File: src/rtl/adcm_pkg.sv
// Package with the constants, types and byte functions of the entropy byte mixer.
`default_nettype none

package adcm_pkg;

   // Number of sample pairs folded into one output byte (1 .. 8).
   localparam int PAIRS_PER_BYTE = 4;

   // Pair index counter width; at least one bit so the counter always exists.
   localparam int IDX_W = (PAIRS_PER_BYTE > 1) ? $clog2(PAIRS_PER_BYTE) : 1;

   localparam int SAMPLE_W = 10;
   localparam int BYTE_W   = 8;
   localparam int ROT_W    = 3;

   // History mixing shift amounts.
   localparam int HIST_SHR_A = 3;
   localparam int HIST_SHL   = 5;
   localparam int HIST_SHR_B = 4;

   localparam logic [ROT_W-1:0] RIGHT_ROT_BASE = ROT_W'(7);
   localparam logic [IDX_W-1:0] LAST_INDEX     = IDX_W'(PAIRS_PER_BYTE - 1);

   typedef logic [BYTE_W-1:0]   byte_type;
   typedef logic [SAMPLE_W-1:0] sample_type;
   typedef logic [IDX_W-1:0]    index_type;
   typedef logic [ROT_W-1:0]    rot_type;

   // Rotate a byte left by 0 .. 7 places.
   function automatic byte_type rotl8(input byte_type v, input rot_type amount);
      logic [2*BYTE_W-1:0] both;
      both = {v, v} << amount;
      return both[2*BYTE_W-1:BYTE_W];
   endfunction

   // One push onto the left stack.
   function automatic byte_type push_left(input byte_type s, input logic b);
      return (s << 1) ^ {{(BYTE_W-1){1'b0}}, b} ^ s;
   endfunction

   // One push onto the right stack.
   function automatic byte_type push_right(input byte_type s, input logic b);
      return (s >> 1) ^ {b, {(BYTE_W-1){1'b0}}} ^ s;
   endfunction

   // History byte folded with its own shifts.
   function automatic byte_type mix_history(input byte_type h);
      return h ^ (h >> HIST_SHR_A) ^ (h << HIST_SHL) ^ (h >> HIST_SHR_B);
   endfunction

endpackage

`default_nettype wire

File: src/rtl/adcm_req_if.sv
// Stream interface carrying one pair of converter samples per transfer.
`default_nettype none

interface adcm_req_if;
   logic                   valid;
   logic                   ready;
   adcm_pkg::sample_type   left_sample;
   adcm_pkg::sample_type   right_sample;

   modport source (output valid, output left_sample, output right_sample, input ready);
   modport sink   (input valid, input left_sample, input right_sample, output ready);
endinterface

`default_nettype wire

File: src/rtl/adcm_rsp_if.sv
// Stream interface carrying one mixed random byte per transfer.
`default_nettype none

interface adcm_rsp_if;
   logic                 valid;
   logic                 ready;
   adcm_pkg::byte_type   random_byte;

   modport source (output valid, output random_byte, input ready);
   modport sink   (input valid, input random_byte, output ready);
endinterface

`default_nettype wire

File: src/rtl/adc_entropy_byte_mixer.sv
// Top level of the entropy byte mixer for pairs of noisy converter samples.
//
//   Channel | Direction | Payload                        | Handshake
//   --------+-----------+--------------------------------+-------------
//   req     | in        | left_sample, right_sample (10) | valid/ready
//   rsp     | out       | random_byte (8)                | valid/ready
//
// A sample pair is captured in an input register on its transfer and is
// folded into the mixer state as it leaves that register, so one pair can
// be taken every cycle unless a byte is stalled at the output. A random
// byte is loaded into the output register as the last pair of each group
// of PAIRS_PER_BYTE pairs leaves the input register. Reset is synchronous
// and clears all state but the payload registers. While the output register
// holds an unclaimed byte, a captured pair waits for rsp.ready and req.ready then follows rsp.ready.
`default_nettype none

module adc_entropy_byte_mixer (
   input  wire logic  clock,
   input  wire logic  reset,
   adcm_req_if.sink   req,
   adcm_rsp_if.source rsp
);
   import adcm_pkg::*;

   // Input register: the captured pair, of which only the low byte matters.
   logic      in_valid_ff, in_valid_in;
   byte_type  left_ff, left_in;
   byte_type  right_ff, right_in;

   // Mixer state.
   byte_type  left_stack_ff, left_stack_in;
   byte_type  right_stack_ff, right_stack_in;
   byte_type  history_ff, history_in;
   byte_type  accum_ff, accum_in;
   index_type pair_index_ff, pair_index_in;
   logic      stack_choice_ff, stack_choice_in;

   // Output register.
   logic      rsp_valid_ff, rsp_valid_in;
   byte_type  rsp_byte_ff, rsp_byte_in;

   logic      advance;
   logic      group_start;
   logic      group_last;
   logic      choice;
   rot_type   left_rot;
   byte_type  accum_new;
   byte_type  left_stack_new;
   byte_type  right_stack_new;
   byte_type  history_new;

   // The captured pair moves on unless a finished byte is still waiting.
   assign advance   = in_valid_ff && (!rsp_valid_ff || rsp.ready);
   assign req.ready = !in_valid_ff || advance;

   assign group_start = (pair_index_ff == '0);
   assign group_last  = (pair_index_ff == LAST_INDEX);

   always_comb begin
      // The stack is chosen once per group, from the stacks as they stand
      // before the first pair of the group is pushed.
      choice   = group_start ? (left_stack_ff[0] ^ right_stack_ff[0]) : stack_choice_ff;
      left_rot = ROT_W'(pair_index_ff);

      accum_new = (group_start ? '0 : accum_ff)
                  ^ rotl8(left_ff, left_rot)
                  ^ rotl8(right_ff, RIGHT_ROT_BASE - left_rot);

      // Every bit position where the samples differ pushes the left bit,
      // from bit 0 upwards, onto the chosen stack.
      left_stack_new  = left_stack_ff;
      right_stack_new = right_stack_ff;
      for (int j = 0; j < BYTE_W; j++) begin
         if (left_ff[j] != right_ff[j]) begin
            if (!choice) begin
               left_stack_new = push_left(left_stack_new, left_ff[j]);
            end else begin
               right_stack_new = push_right(right_stack_new, left_ff[j]);
            end
         end
      end

      history_new = mix_history(history_ff) ^ accum_new;
   end

   always_comb begin
      in_valid_in     = in_valid_ff;
      left_in         = left_ff;
      right_in        = right_ff;
      left_stack_in   = left_stack_ff;
      right_stack_in  = right_stack_ff;
      history_in      = history_ff;
      accum_in        = accum_ff;
      pair_index_in   = pair_index_ff;
      stack_choice_in = stack_choice_ff;
      rsp_valid_in    = rsp_valid_ff;
      rsp_byte_in     = rsp_byte_ff;

      if (rsp_valid_ff && rsp.ready) begin
         rsp_valid_in = 1'b0;
      end

      if (advance) begin
         in_valid_in     = 1'b0;
         left_stack_in   = left_stack_new;
         right_stack_in  = right_stack_new;
         stack_choice_in = choice;
         if (group_last) begin
            // End of group: fold the accumulator into the history and
            // present the new byte.
            history_in    = history_new;
            accum_in      = '0;
            pair_index_in = '0;
            rsp_valid_in  = 1'b1;
            rsp_byte_in   = history_new ^ left_stack_new ^ right_stack_new;
         end else begin
            accum_in      = accum_new;
            pair_index_in = pair_index_ff + 1'b1;
         end
      end

      if (req.valid && req.ready) begin
         in_valid_in = 1'b1;
         left_in     = req.left_sample[BYTE_W-1:0];
         right_in    = req.right_sample[BYTE_W-1:0];
      end
   end

   always_ff @(posedge clock) begin
      if (reset) begin
         in_valid_ff     <= 1'b0;
         left_stack_ff   <= '0;
         right_stack_ff  <= '0;
         history_ff      <= '0;
         accum_ff        <= '0;
         pair_index_ff   <= '0;
         stack_choice_ff <= 1'b0;
         rsp_valid_ff    <= 1'b0;
      end else begin
         in_valid_ff     <= in_valid_in;
         left_stack_ff   <= left_stack_in;
         right_stack_ff  <= right_stack_in;
         history_ff      <= history_in;
         accum_ff        <= accum_in;
         pair_index_ff   <= pair_index_in;
         stack_choice_ff <= stack_choice_in;
         rsp_valid_ff    <= rsp_valid_in;
      end
   end

   // Payload registers need no reset.
   always_ff @(posedge clock) begin
      left_ff     <= left_in;
      right_ff    <= right_in;
      rsp_byte_ff <= rsp_byte_in;
   end

   assign rsp.valid       = rsp_valid_ff;
   assign rsp.random_byte = rsp_byte_ff;

endmodule

`default_nettype wire

File: src/flat_wrapper.sv
// flat-port wrapper written by rule: the top's interface ports become plain ports
module adc_entropy_byte_mixer_flat import adcm_pkg::*;
  (clock, reset, req_valid, req_left_sample, req_right_sample, req_ready, rsp_valid, rsp_random_byte, rsp_ready);
  adcm_req_if req_i ();
  adcm_rsp_if rsp_i ();
  input  wire logic clock;
  input  wire logic reset;
  input wire logic [$bits(req_i.valid)-1:0] req_valid;
  input wire logic [$bits(req_i.left_sample)-1:0] req_left_sample;
  input wire logic [$bits(req_i.right_sample)-1:0] req_right_sample;
  output wire logic [$bits(req_i.ready)-1:0] req_ready;
  output wire logic [$bits(rsp_i.valid)-1:0] rsp_valid;
  output wire logic [$bits(rsp_i.random_byte)-1:0] rsp_random_byte;
  input wire logic [$bits(rsp_i.ready)-1:0] rsp_ready;
  assign req_i.valid = req_valid;
  assign req_i.left_sample = req_left_sample;
  assign req_i.right_sample = req_right_sample;
  assign req_ready = req_i.ready;
  assign rsp_valid = rsp_i.valid;
  assign rsp_random_byte = rsp_i.random_byte;
  assign rsp_i.ready = rsp_ready;
  adc_entropy_byte_mixer u_core (.clock(clock), .reset(reset), .req(req_i), .rsp(rsp_i));
endmodule
File: config.mk
export PLATFORM = sky130hd
export DESIGN_NAME = adc_entropy_byte_mixer_flat
export DESIGN_NICKNAME = d
export VERILOG_FILES = /design/src/rtl/adcm_pkg.sv /design/src/rtl/adcm_req_if.sv /design/src/rtl/adcm_rsp_if.sv /design/src/rtl/adc_entropy_byte_mixer.sv /design/src/flat_wrapper.sv
export SDC_FILE = /design/constraint.sdc
export NUM_CORES = 1
export LEC_CHECK = 0
export BUFFER_PORTS_ARGS = -buffer_cell sky130_fd_sc_hd__buf_4
export CAP_MARGIN = 20
export CORE_UTILIZATION = 35
export CTS_BUF_LIST = sky130_fd_sc_hd__clkbuf_4 sky130_fd_sc_hd__clkbuf_8
export DETAILED_ROUTE_END_ITERATION = 12
export PLACE_DENSITY_LB_ADDON = 0.08
export SETUP_SLACK_MARGIN = 0.05
export SLEW_MARGIN = 20
export SYNTH_ARGS = -nofsm -noshare
export SYNTH_HDL_FRONTEND = slang
export SYNTH_SLANG_ARGS = --single-unit
File: constraint.sdc
create_clock -name clock -period 4 [get_ports clock]
set_input_delay 0.4 -clock clock [delete_from_list [all_inputs] [get_ports clock]]
set_output_delay 0.4 -clock clock [all_outputs]
set_load 0.03 [all_outputs]
# [After elaboration in Yosys (flattened, before gate mapping)]
# Cells that the tools add are included.
[op_classes] n_eq_ne=9 bitwise_logic=41 n_shift=2 n_reduce_logical=10 mux=41 addsub=2
[op_table] cell="two-way mux 8 bit" n=34
[op_table] cell="bitwise XOR 8 bit" n=22
[op_table] cell="bitwise XOR 7 x 8 -> 8 bit" n=8
[op_table] cell="bitwise XOR 8 x 1 -> 8 bit" n=8
[op_table] cell="<< shifter 16 x 2 -> 16 bit" n=1
[op_table] cell="<< shifter 16 x 3 -> 16 bit" n=1
[op_table] cell="!= test 1 bit" n=8
[op_table] cell="bitwise XOR 8 x 4 -> 8 bit" n=1
[op_table] cell="bitwise XOR 8 x 5 -> 8 bit" n=1
[op_table] cell="two-way mux 1 bit" n=6
[op_table] cell="logical AND 1 bit" n=3
[op_table] cell="subtractor 3 x 2 -> 3 bit, first input constant" n=1
[op_table] cell="adder 2 x 1 -> 2 bit, second input constant" n=1
[op_table] cell="== test 2 bit, second input constant" n=1
[op_table] cell="zero test 1 bit" n=2
[op_table] cell="zero test 2 bit" n=1
[op_table] cell="logical OR 1 bit" n=2
[op_table] cell="two-way mux 2 bit" n=1
[op_table] cell="AND reduction 2 bit" n=1
[op_table] cell="nonzero test 2 bit" n=1
[op_table] cell="bitwise XOR 1 bit" n=1
[word_totals] elab_cells=116 out_inout_bits=10 register_bits=61 input_bits=24

# [Longest topological paths before layout]
# Gate-level depths: netlist of the first run.
[depth] depth_word=34 mapped_depth=18 mapped_depth_nobuf=14

# [Worst setup path before layout of the first run]
# No wires, ideal clock.
[synth_timing] path_type="flip-flop to flip-flop" start="register u_core.pair_index_ff[0]" end="register u_core.rsp_byte_ff[6], in the netlist u_core.rsp.random_byte[6], data pin" setup_ns=0.260 period_less_slack_ns=4.149 slack_ns=-0.149 t_required_ns=3.740 path_stages_with_launch=18 arrival_time_ns=3.889 path_buffers=5 path_cell_list="dfxtp_1 -> buf_1 -> clkbuf_1 -> inv_1 -> ha_1 -> nor2_1 -> a21o_2 -> buf_6 -> clkbuf_1 -> clkbuf_1 -> nor2_1 -> xnor2_1 -> a21oi_1 -> o21a_1 -> o21ai_0 -> xor2_1 -> xnor2_1 -> xnor2_1"
[synth_between] elab_chain_len=33 elab_cells_between_ends=71 cone_classes="1 x add/sub; 2 x shift; 34 x mux; 33 x bitwise; 1 x reduce/logical"
[synth_lines] element="start, declared" line_no="adc_entropy_byte_mixer.sv:35" rtl="index_type pair_index_ff, pair_index_in;"
[synth_lines] element="start signal, assigned" line_no="adc_entropy_byte_mixer.sv:145" rtl="pair_index_ff <= pair_index_in;"
[synth_lines] element="zero test 2 bit" line_no="adc_entropy_byte_mixer.sv:56" rtl="assign group_start = (pair_index_ff == '0);"
[synth_lines] element="two-way mux 1 bit" line_no="adc_entropy_byte_mixer.sv:62" rtl="choice = group_start ? (left_stack_ff[0] ^ right_stack_ff[0]) : stack_choice_ff;"
[synth_lines] element="two-way mux 8 bit" line_no="adc_entropy_byte_mixer.sv:75" rtl="if (!choice) begin"
[synth_lines] element="two-way mux 8 bit" line_no="adc_entropy_byte_mixer.sv:74" rtl="if (left_ff[j] != right_ff[j]) begin"
[synth_lines] element="bitwise XOR 8 bit / bitwise XOR 8 x 1 -> 8 bit (equally long branches)" line_no="adcm_pkg.sv:38" rtl="return (s << 1) ^ {{(BYTE_W-1){1'b0}}, b} ^ s;"
[synth_lines] element="two-way mux 8 bit / bitwise XOR 8 bit (equally long branches)" line_no="adc_entropy_byte_mixer.sv:75, adcm_pkg.sv:38"
[synth_lines] element="two-way mux 8 bit, on equally long branches" line_no="adc_entropy_byte_mixer.sv:74, adc_entropy_byte_mixer.sv:75"
[synth_lines] element="bitwise XOR 8 x 1 -> 8 bit / two-way mux 8 bit (equally long branches)" line_no="adcm_pkg.sv:38, adc_entropy_byte_mixer.sv:74"
[synth_lines] element="(+17 left out)"
[synth_lines] element="two-way mux 8 bit / bitwise XOR 8 bit (equally long branches)" line_no="adc_entropy_byte_mixer.sv:75, adcm_pkg.sv:38"
[synth_lines] element="two-way mux 8 bit, on equally long branches" line_no="adc_entropy_byte_mixer.sv:74, adc_entropy_byte_mixer.sv:75"
[synth_lines] element="bitwise XOR 8 x 1 -> 8 bit / two-way mux 8 bit (equally long branches)" line_no="adcm_pkg.sv:38, adc_entropy_byte_mixer.sv:74"
[synth_lines] element="bitwise XOR 8 bit" line_no="adcm_pkg.sv:38"
[synth_lines] element="two-way mux 8 bit" line_no="adc_entropy_byte_mixer.sv:75"
[synth_lines] element="two-way mux 8 bit" line_no="adc_entropy_byte_mixer.sv:74"
[synth_lines] element="bitwise XOR 8 bit" line_no="adc_entropy_byte_mixer.sv:115" rtl="rsp_byte_in = history_new ^ left_stack_new ^ right_stack_new;"
[synth_lines] element="bitwise XOR 8 bit *" line_no="adc_entropy_byte_mixer.sv:115"
[synth_lines] element="end signal, assigned" line_no="adc_entropy_byte_mixer.sv:155" rtl="rsp_byte_ff <= rsp_byte_in;"
[synth_lines] element="end, declared" line_no="adc_entropy_byte_mixer.sv:40" rtl="byte_type rsp_byte_ff, rsp_byte_in;"
# Every way passes the cells marked *; elsewhere a longest branch is shown, timed or not.
# A chain may end at the register's enable or synchronous reset.

# [Worst setup path after layout of the first run]
[layout_timing] start="register u_core.right_ff[0]" end="register u_core.rsp_byte_ff[0], in the netlist u_core.rsp.random_byte[0], data pin"
[layout_between] elab_chain_len=31 elab_cells_between_ends=57 cone_classes="1 x eq/ne; 1 x shift; 30 x mux; 25 x bitwise"
[layout_lines] element="start, declared" line_no="adc_entropy_byte_mixer.sv:28" rtl="byte_type right_ff, right_in;"
[layout_lines] element="start signal, assigned" line_no="adc_entropy_byte_mixer.sv:154" rtl="right_ff <= right_in;"
[layout_lines] element="!= test 1 bit" line_no="adc_entropy_byte_mixer.sv:74"
[layout_lines] element="two-way mux 8 bit" line_no="adc_entropy_byte_mixer.sv:74"
[layout_lines] element="bitwise XOR 7 x 8 -> 8 bit" line_no="adcm_pkg.sv:43" rtl="return (s >> 1) ^ {b, {(BYTE_W-1){1'b0}}} ^ s;"
[layout_lines] element="bitwise XOR 8 bit" line_no="adcm_pkg.sv:43"
[layout_lines] element="two-way mux 8 bit" line_no="adc_entropy_byte_mixer.sv:75"
[layout_lines] element="two-way mux 8 bit" line_no="adc_entropy_byte_mixer.sv:74"
[layout_lines] element="bitwise XOR 7 x 8 -> 8 bit" line_no="adcm_pkg.sv:43"
[layout_lines] element="bitwise XOR 8 bit" line_no="adcm_pkg.sv:43"
[layout_lines] element="(+15 left out)"
[layout_lines] element="bitwise XOR 8 bit" line_no="adcm_pkg.sv:43"
[layout_lines] element="two-way mux 8 bit" line_no="adc_entropy_byte_mixer.sv:75"
[layout_lines] element="two-way mux 8 bit" line_no="adc_entropy_byte_mixer.sv:74"
[layout_lines] element="bitwise XOR 7 x 8 -> 8 bit" line_no="adcm_pkg.sv:43"
[layout_lines] element="bitwise XOR 8 bit" line_no="adcm_pkg.sv:43"
[layout_lines] element="two-way mux 8 bit" line_no="adc_entropy_byte_mixer.sv:75"
[layout_lines] element="two-way mux 8 bit" line_no="adc_entropy_byte_mixer.sv:74"
[layout_lines] element="bitwise XOR 8 bit *" line_no="adc_entropy_byte_mixer.sv:115"
# Marked as above.

==> results.ini, run 1 <==
[grt]
grt_pass1_vias=4499
grt_max_degree=38
track_usage=0.199
antenna_found_initial=0
grt_pass1_wl_um=24500
overflow=0

[clocking]
clock-sinks=61
cts_buffer_depth=2
cts_tree=done
root_buffer=clkbuf_8
postCtsHoldBufs=0
h-tree-depth=3
cts_buffers=9
clock_latency_ps=350
path_clk_slew_ps=70

[synthesis]
ys_seq_area_frac=0.270
ys_seq_elements=61
synth_edf_count=24
yosysTopAreaCellShare=0.158
syn-instance-count=635
synth-main-ff-cell=dfxtp_1
synth_cell_type_count=70
syn_area_um2=5420
synth_nets=661
synth.area.top_cells=xnor2_1 (16%), dfxtp_1 (14%), edfxtp_1 (13%)
yosysTopAreaCell=xnor2_1
avgSynthCellArea_um2=8.54
async_reset_ff_frac=0
ys_warn_count=0

[finish]
fill_cells=1537
final_net_count=707
design_area_um2=6260
syn_to_final_growth_pct=15.5
drive_gt1_frac=0.184
diodes=0
finalNonFillerCells=874

[floorplan]
core_um2=15100
die_h_um=126
ios=34
die-area_um2=16000
dieWidth_um=126
initial_utilization=0.358
num_rows=45

[setup_path]
cp.required_ps=4090
endpoint_kind=flip-flop
cp.arrival_ps=3840
crit_path_start_kind=flip-flop
critPathMaxFanout=11
timing_worst_setup_path_type=reg2reg

[pwr]
ir_drop_mv=0.223
switchingPower_mw=1.54
p_leak_nw=2.23
cell_internal_pwr_mw=1.97
p_clk_frac=0.139
seqPwrFrac=0.242
p_sw_frac=0.440
p_total_mw=3.51
power_frac_comb=0.618
power.density_nw_per_um2=561

[timing]
worst_slack_ps=253
fin_skew_ps=9.30
fmaxAchievable_mhz=267
max-slew-margin-rel=0.354
setup_viol=0
period_needed_ps=3750
slew_violations=0
rsz0062_at_grt=no
hold_viol_final=0
setup_tns_ps=0
timing.final.crit_share=0.937
worst_slew_pin_slew_ps=962

[routing]
final_antenna_net_count=0
drt_iter0_markers=240
route.detailed.drc=0
via_per_inst=5.27
wire_per_inst_um=17.4
num_vias=4604
routed_wl_um=15200
dr.pass1.iters=4

[min_path]
hold_class=in2reg

[place]
place_congestion=0.807
dp_slack_ps=92.5
place_hpwl_um=11900
portBuffers=29
dpl-instance-area_um2=5970
placed_cells=853

[status]
status=finished, final reports clean

[job]
cap_violations=0

==> through the flow <==
stage | hold slack (ps) | util
after CTS | 206 | 0.406
after global placement | 467 | 0.394
after floorplan | 451 | -
after detailed placement | 475 | 0.394
final | 229 | 0.413
after global routing | 198 | 0.413
==> power groups by stage <==
| stage | clock (mW) | sequential [mW] | combinational, mW |
|---|---|---|---|
| 2_1_floorplan | 0 | 0.827 | 1.60 |
| 3_3_place_gp | 0 | 0.865 | 2.11 |
| 3_5_place_dp | 0 | 0.869 | 2.13 |
| 4_1_cts | 0.514 | 0.855 | 2.14 |
| 5_1_grt | 0.541 | 0.860 | 2.38 |
| 6_report | 0.490 | 0.851 | 2.17 |
==> routing by layer <==
metal	wire length (µm)	up-vias	track usage
met5	0	-	0
met4	209	0	0.0574
met3	491	11	0.0333
met2	7370	85	0.337
met1	7130	2184	0.261
li1	-	2324	-
==> registers in the layout (all words and copies together) (netlist names), 2 cells and up <==
register	flops
u_core.accum_ff	8
u_core.history_ff	8
u_core.left_ff	8
u_core.left_stack_ff	8
u_core.pair_index_ff	2
u_core.right_ff	8
u_core.right_stack_ff	8
u_core.rsp.random_byte	8
==> critical path, cell delays in order, from the launching register on <==
cell,delay (ps)
edfxtp_1,540
xor2_1,320
buf_4,230
a21oi_1,60
a311o_1,390
xor2_1,180
o32ai_1,280
xnor2_1,240
buf_4,190
mux2i_1,70
o211ai_1,240
a21o_1,180
a21oi_2,60
xnor2_1,380
xnor2_1,120
==> kinds of logic after synthesis <==
family / share of synthesized area
DFF: 0.270
AOI/OAI and AO/OA: 0.192
buffers and inverters: 0.0339
and+or+nand+nor: 0.179
xor gates and xnor gates: 0.254
adders and majority gates: 0.00462
muxes: 0.0662
==> final timing paths <==
| path | start | to | slack [ps] | cells past startpoint |
|---|---|---|---|---|
| worst max-delay path | u_core.right_ff[0]$_DFFE_PP_ | u_core.rsp.random_byte[0]$_DFFE_PP_ | 250 | 14 |
| worst max register to register | u_core.right_ff[0]$_DFFE_PP_ | u_core.rsp.random_byte[0]$_DFFE_PP_ | 250 | 14 |
| worst min register to register | u_core.accum_ff[6]$_SDFFE_PP0P_ | u_core.accum_ff[6]$_SDFFE_PP0P_ | 490 | 2 |
| worst min-delay path | req_left_sample[7] | u_core.left_ff[7]$_DFFE_PP_ | 230 | 1 |
==> cells in the final DEF, fill, tap and decap left out, types with 11 or more instances in the layout <==
cell type / n
nor2_1: 76
o21ai_0: 17
nor2b_1: 16
mux4_2: 11
nand2_1: 70
xnor2_1: 92
edfxtp_1: 24
xor2_1: 39
a21oi_1: 38
dfxtp_1: 37
buf_4: 67
o22ai_1: 15
==> cell type report <==
type                            count  area [µm²]  share of cell area
Multi-Input combinational cell    533        3850               0.616
Sequential cell                    61        1460               0.233
Timing Repair Buffer               67         503              0.0804
Tap cell                          188         235              0.0376
Clock buffer                       11         145              0.0232
Inverter                            9        33.8             0.00540
Clock inverter                      5        26.3             0.00420
==> repair_timing <==
item | in CTS | in global routing
setup buffers | 0 | 5
gates resized for setup | 0 | 13
endpoints found under the setup margin | 0 | 14
==> synth_stat cells, drive strengths merged, types with 2 or more instances <==
library cell / count
and3: 2
nand3: 10
nor2b: 17
a2bb2oi: 6
xnor2: 99
o22ai: 15
a211oi: 12
o21ai: 20
a21o: 4
nor4: 3
nand2: 71
a311oi: 3
a22oi: 9
a31oi: 2
nor2: 76
nand3b: 2
nor3: 9
a21boi: 2
nor3b: 2
a21oi: 41
o211ai: 2
o22a: 2
edfxtp: 24
inv: 9
clkbuf: 15
mux4: 11
o31ai: 4
a22o: 2
nand2b: 10
and2: 6
a211o: 2
o21a: 7
or2: 2
mux2i: 10
ha: 2
dfxtp: 37
or3: 4
buf: 17
xor2: 44
xnor3: 4
o2111ai: 2
o211a: 2
Note: power is estimated with default switching activity, not from simulation.
==> inputs of run 2 (changes only) <==
--- a/config.mk
+++ b/config.mk
@@ -7,7 +7,8 @@
 export LEC_CHECK = 0
 export BUFFER_PORTS_ARGS = -buffer_cell sky130_fd_sc_hd__buf_4
 export CAP_MARGIN = 20
-export CORE_UTILIZATION = 35
+export CORE_ASPECT_RATIO = 0.7
+export CORE_UTILIZATION = 58
 export CTS_BUF_LIST = sky130_fd_sc_hd__clkbuf_4 sky130_fd_sc_hd__clkbuf_8
 export DETAILED_ROUTE_END_ITERATION = 12
 export PLACE_DENSITY_LB_ADDON = 0.08
==> results.ini, run 2 (synthesized netlist as in run 1, its figures left out) <==
[clocking]
cts_buffers=9  ; unchanged
root_buffer=clkbuf_8
postCtsHoldBufs=0  ; unchanged
clock_latency_ps=350  ; about the same
cts_buffer_depth=2  ; unchanged
cts_tree=done
clock-sinks=61  ; unchanged
h-tree-depth=3  ; unchanged
path_clk_slew_ps=70  ; about the same

[place]
portBuffers=29  ; unchanged
dpl-instance-area_um2=5780  ; -3.1%
place_congestion=0.947  ; +17%
placed_cells=773  ; -9.4%
place_hpwl_um=10800  ; -9.4%
dp_slack_ps=64.3  ; -28.2 ps

[finish]
drive_gt1_frac=0.163  ; -0.0203
syn_to_final_growth_pct=12.4
finalNonFillerCells=791  ; -9.5%
multiInputGateArea_um2=3870  ; +0.36%
final_net_count=688  ; -2.7%
fill_cells=759  ; -51%
final_core_util=0.672  ; +0.259
final_common_cell=xnor2_1
layout_common_cells=xnor2_1 (92), nor2_1 (76), nand2_1 (70)
regArea_um2=1460  ; unchanged
diodes=0  ; unchanged
design_area_um2=6090  ; -2.6%

[grt]
grt_pass1_vias=4258  ; -5.4%
overflow=0  ; unchanged
grt_pass1_wl_um=22400  ; -8.9%
track_usage=0.296  ; +0.0965
grt_max_degree=38  ; unchanged
antenna_found_initial=0  ; unchanged

[setup_path]
timing_worst_setup_path_type=reg2reg
cp_num_buf_inv=2  ; unchanged
path_cells=inv_1 > ha_1 > nor2_1 > a21o_4 > buf_4 > nand2_1 > nor2_1 > nor2_1 > o22ai_1 > xor2_2 > o22ai_1 > xnor2_1 > o22ai_1 > xnor2_1 > xnor2_1
critPathMaxFanout=16  ; +5
crit_path_start_kind=flip-flop
max_stage_delay_ps=330  ; -210 ps
endpoint_kind=flip-flop
critPathTopFamily=XOR/XNOR gates
crit_slowest_cell=dfxtp_1
cp.arrival_ps=3840  ; about the same
cp.required_ps=4100  ; about the same

[timing]
setup_tns_ps=0  ; unchanged
timing.final.crit_share=0.935  ; -0.00206
setup_viol=0  ; unchanged
fin_skew_ps=10.0  ; +0.741 ps
rsz0062_at_grt=no
hold_viol_final=0  ; unchanged
max-slew-margin-rel=0.498  ; +0.143
period_needed_ps=3740  ; -8.23 ps
worst_slack_ps=261  ; +8.23 ps
fmaxAchievable_mhz=267  ; +0.22%
slew_violations=0  ; unchanged
worst_slew_pin_slew_ps=748  ; -214 ps
fin_hold_ws_ps=222  ; -7.22 ps

[status]
status=finished, final reports clean

[floorplan]
dieWidth_um=118  ; -7.0%
num_rows=29  ; -36%
initial_utilization=0.598  ; +0.240
die_h_um=82.9  ; -34%
die-area_um2=9740  ; -39%
ios=34  ; unchanged
core_um2=9070  ; -40%

[pwr]
p_total_mw=3.53  ; +0.43%
seqPwrFrac=0.245  ; +0.003
ir_drop_mv=0.295  ; +32%
power.density_nw_per_um2=579  ; +3.2%
p_clk_frac=0.163  ; +0.024
cell_internal_pwr_mw=1.97  ; +0.29%
p_sw_frac=0.440  ; +0.000773
switchingPower_mw=1.55  ; +0.61%
power_frac_comb=0.592  ; -0.026
p_leak_nw=2.15  ; -3.4%

[routing]
routed_wl_um=14300  ; -5.8%
num_vias=4698  ; +2.0%
final_antenna_net_count=0  ; unchanged
wire_per_inst_um=18.1  ; +4.1%
drt_iter0_markers=450  ; +88%
dr.pass1.iters=5  ; +1
via_per_inst=5.94  ; +13%
route.detailed.drc=0  ; unchanged

[min_path]
hold_class=in2reg

[job]
cap_violations=0  ; unchanged

run 2: repair_timing:
item,in CTS,in global routing
buffers inserted,0,2
resized for setup,0,14
endpoints found under the setup margin,0,13
run 2: worst register-to-register path, stage by stage, from the launching register on:
cell     delay [ps]
dfxtp_1         330
inv_1            90
ha_1            300
nor2_1          210
a21o_4          260
buf_4           230
nand2_1         170
nor2_1          220
nor2_1          120
o22ai_1         240
xor2_2          280
o22ai_1         150
xnor2_1         310
o22ai_1         160
xnor2_1         330
xnor2_1         100
run 2: layer usage:
metal / routed length [µm] / part of all wire / track usage / vias to the layer above
met4: 137 / 0.0096 / 0.0618 / 0
li1: - / - / - / 2278
met5: 0 / 0 / 0 / -
met3: 1080 / 0.075 / 0.0563 / 15
met1: 6890 / 0.48 / 0.440 / 2239
met2: 6210 / 0.43 / 0.445 / 166
run 2: path summary, 6_finish.rpt:
check             slack [ps]                                  from  depth (start not counted)                             endpoint
setup reg to reg         260  u_core.pair_index_ff[0]$_SDFFE_PP0P_                         15  u_core.rsp.random_byte[6]$_DFFE_PP_
setup / recovery         260  u_core.pair_index_ff[0]$_SDFFE_PP0P_                         15  u_core.rsp.random_byte[6]$_DFFE_PP_
hold reg to reg          510   u_core.stack_choice_ff$_SDFFE_PP0P_                          2  u_core.stack_choice_ff$_SDFFE_PP0P_
hold / removal           220                    req_left_sample[6]                          1          u_core.left_ff[6]$_DFFE_PP_
run 2: area by class of cell:
class,instances,share of cell area
clock inverter,5,0.00944
tap,124,0.0255
multi-input combinational,533,0.635
inverter,9,0.00554
clock buffer,11,0.0238
sequential,61,0.240
timing repair buffer,48,0.0612
run 2: power by group through the flow:
stage | registers [mW] | logic, mW | clock network [mW]
detailed placement | 0.870 | 2.00 | 0
CTS | 0.858 | 2.01 | 0.583
global placement | 0.868 | 1.95 | 0
finish | 0.863 | 2.09 | 0.576
global route | 0.869 | 2.25 | 0.609
floorplan | 0.827 | 1.60 | 0
==> inputs of run 3 (changes only) <==
--- a/config.mk
+++ b/config.mk
@@ -8,10 +8,10 @@
 export BUFFER_PORTS_ARGS = -buffer_cell sky130_fd_sc_hd__buf_4
 export CAP_MARGIN = 20
 export CORE_ASPECT_RATIO = 0.7
-export CORE_UTILIZATION = 58
+export CORE_UTILIZATION = 69
 export CTS_BUF_LIST = sky130_fd_sc_hd__clkbuf_4 sky130_fd_sc_hd__clkbuf_8
 export DETAILED_ROUTE_END_ITERATION = 12
-export PLACE_DENSITY_LB_ADDON = 0.08
+export PLACE_DENSITY_LB_ADDON = 0.12
 export SETUP_SLACK_MARGIN = 0.05
 export SLEW_MARGIN = 20
 export SYNTH_ARGS = -nofsm -noshare
==> constraint.sdc (replaced) <==
create_clock -name clock -period 4.65 [get_ports clock]
set_input_delay 0.465 -clock clock [delete_from_list [all_inputs] [get_ports clock]]
set_output_delay 0.465 -clock clock [all_outputs]
set_load 0.03 [all_outputs]
==> results.ini, run 3 (synthesized netlist as in run 1, its figures left out) <==
[clocking]
root_buffer=clkbuf_8
cts_tree=done
h-tree-depth=3  ; unchanged
path_clk_slew_ps=70  ; about the same
cts_buffer_depth=2  ; unchanged
clock-sinks=61  ; unchanged
cts_resized=0  ; unchanged
clock_latency_ps=360  ; about the same
postCtsHoldBufs=0  ; unchanged
cts_buffers=9  ; unchanged
post_cts_buffers=0  ; unchanged

[place]
dp_slack_ps=559  ; +495 ps
place_hpwl_um=10800  ; -0.41%
place_congestion=0.994  ; +5.0%
portBuffers=29  ; unchanged

[grt]
grt_pass1_wl_um=22300  ; -0.52%
grt_pass1_vias=4249  ; -0.21%
grt_max_degree=38  ; unchanged
track_usage=0.358  ; +0.0617
antenna_found_initial=0  ; unchanged
overflow=0  ; unchanged

[routing]
num_vias=4779  ; +1.7%
dr.pass1.iters=5  ; unchanged
drt_iter0_markers=445  ; -1.1%
routed_wl_um=14200  ; -0.82%
wire_per_inst_um=18.8  ; +4.1%
via_per_inst=6.34  ; +6.7%
route.detailed.drc=0  ; unchanged
final_antenna_net_count=0  ; unchanged

[timing]
worst_slack_ps=446  ; +184 ps
setup_tns_ps=0  ; unchanged
fin_hold_ws_ps=274  ; +52.1 ps
slew_violations=0  ; unchanged
setup_viol=0  ; unchanged
max-slew-margin-rel=0.481  ; -0.0169
worst_slew_pin_slew_ps=773  ; +25.2 ps
timing.final.crit_share=0.904  ; -0.0305
fin_skew_ps=9.34  ; -0.701 ps
fmaxAchievable_mhz=238  ; -11%
rsz0062_at_grt=no
period_needed_ps=4200  ; +466 ps
hold_viol_final=0  ; unchanged

[setup_path]
cp.arrival_ps=4300  ; +460 ps
critPathMaxFanout=23  ; +7
crit_slowest_cell=ha_1
max_stage_delay_ps=490  ; +160 ps
cp.required_ps=4750  ; +650 ps
critPathLaunch=u_core.pair_index_ff[0]$_SDFFE_PP0P_
cp_common_cell=xnor2_1
timing_worst_setup_path_type=reg2reg
path_cells=inv_1 > ha_1 > nor2_1 > a21o_2 > a311o_1 > xor2_1 > o32ai_1 > xnor2_1 > a21oi_1 > a211o_1 > a21o_1 > a21oi_2 > xnor2_1 > xnor2_1
r2r_start=u_core.pair_index_ff[0]$_SDFFE_PP0P_
crit_path_start_kind=flip-flop
endpoint_kind=flip-flop

[pwr]
seqPwrFrac=0.248  ; +0.003
p_clk_frac=0.167  ; +0.004
cell_internal_pwr_mw=1.66  ; -16%
p_leak_nw=2.07  ; -4.0%
p_sw_frac=0.446  ; +0.00520
switchingPower_mw=1.33  ; -14%
power_frac_comb=0.585  ; -0.007
power.density_nw_per_um2=509  ; -12%
ir_drop_mv=0.355  ; +20%
p_total_mw=2.99  ; -15%

[floorplan]
die_h_um=76.2  ; -8.1%
initial_utilization=0.728  ; +0.130
num_rows=26  ; -10%
dieWidth_um=108  ; -8.2%
ios=34  ; unchanged
die-area_um2=8220  ; -16%
core_um2=7450  ; -18%

[min_path]
min_from=req_left_sample[4]
hold_class=in2reg

[job]
cap_violations=0  ; unchanged

[finish]
drive_gt1_frac=0.131  ; -0.0323
final_common_cell=xnor2_1
diodes=0  ; unchanged
final_core_util=0.788  ; +0.117
syn_to_final_growth_pct=8.33
layout_common_cells=xnor2_1 (98), nor2_1 (76), nand2_1 (70)
final_net_count=677  ; -1.6%

[status]
status=finished, final reports clean

## run 3: cell types whose count changed in the layout (fill, tap and decap cells not counted), sizes merged
| cell | delta |
|---|---|
| buf | -11 |
| clkinv | +2 |
| clkinvlp | -1 |
| clkbuf | +1 |
| inv | -2 |
## run 3: critical path, delay by kind of cell (launching register included)
family | cells | cell delay (ps)
flops | 1 | 310
fa+ha+maj | 1 | 490
xor+xnor | 4 | 1150
buf+inv | 1 | 110
simple gates | 1 | 140
compound gates | 7 | 1710
## run 3: worst paths after layout
check                                                      endpoint  slack, ps  cells after the start
worst max-delay path            u_core.rsp.random_byte[0]$_DFFE_PP_        450                     14
worst min-delay path                    u_core.left_ff[4]$_DFFE_PP_        270                      1
worst max register to register  u_core.rsp.random_byte[0]$_DFFE_PP_        450                     14
worst min register to register      u_core.accum_ff[5]$_SDFFE_PP0P_        510                      2
## run 3: power groups by stage
stage	combinational [mW]	clock [mW]	sequential [mW]
6_report	1.75	0.498	0.742
2_1_floorplan	1.37	0	0.711
4_1_cts	1.72	0.500	0.737
3_5_place_dp	1.71	0	0.748
3_3_place_gp	1.64	0	0.744
5_1_grt	1.87	0.526	0.747
## run 3: cell type report
type | instances | area, µm²
inverter | 9 | 33.8
clock inverter | 4 | 48.8
timing repair buffer | 37 | 278
sequential | 61 | 1460
clock buffer | 12 | 153
multi-input combinational | 533 | 3780
fill | 522 | 1580
tap | 98 | 123
## run 3: stage by stage
step	cells	area, µm²
after floorplan	635	5420
after CTS	754	5870
after detailed placement	738	5670
final	754	5870
after global routing	754	5870
after global placement	738	5670
## run 3: routing by layer
layer	vias up	global-route usage	part of all wire
li1	2259	-	-
met1	2245	0.522	0.45
met2	244	0.507	0.43
met3	31	0.0924	0.10
met4	0	0.123	0.023
met5	-	0	0
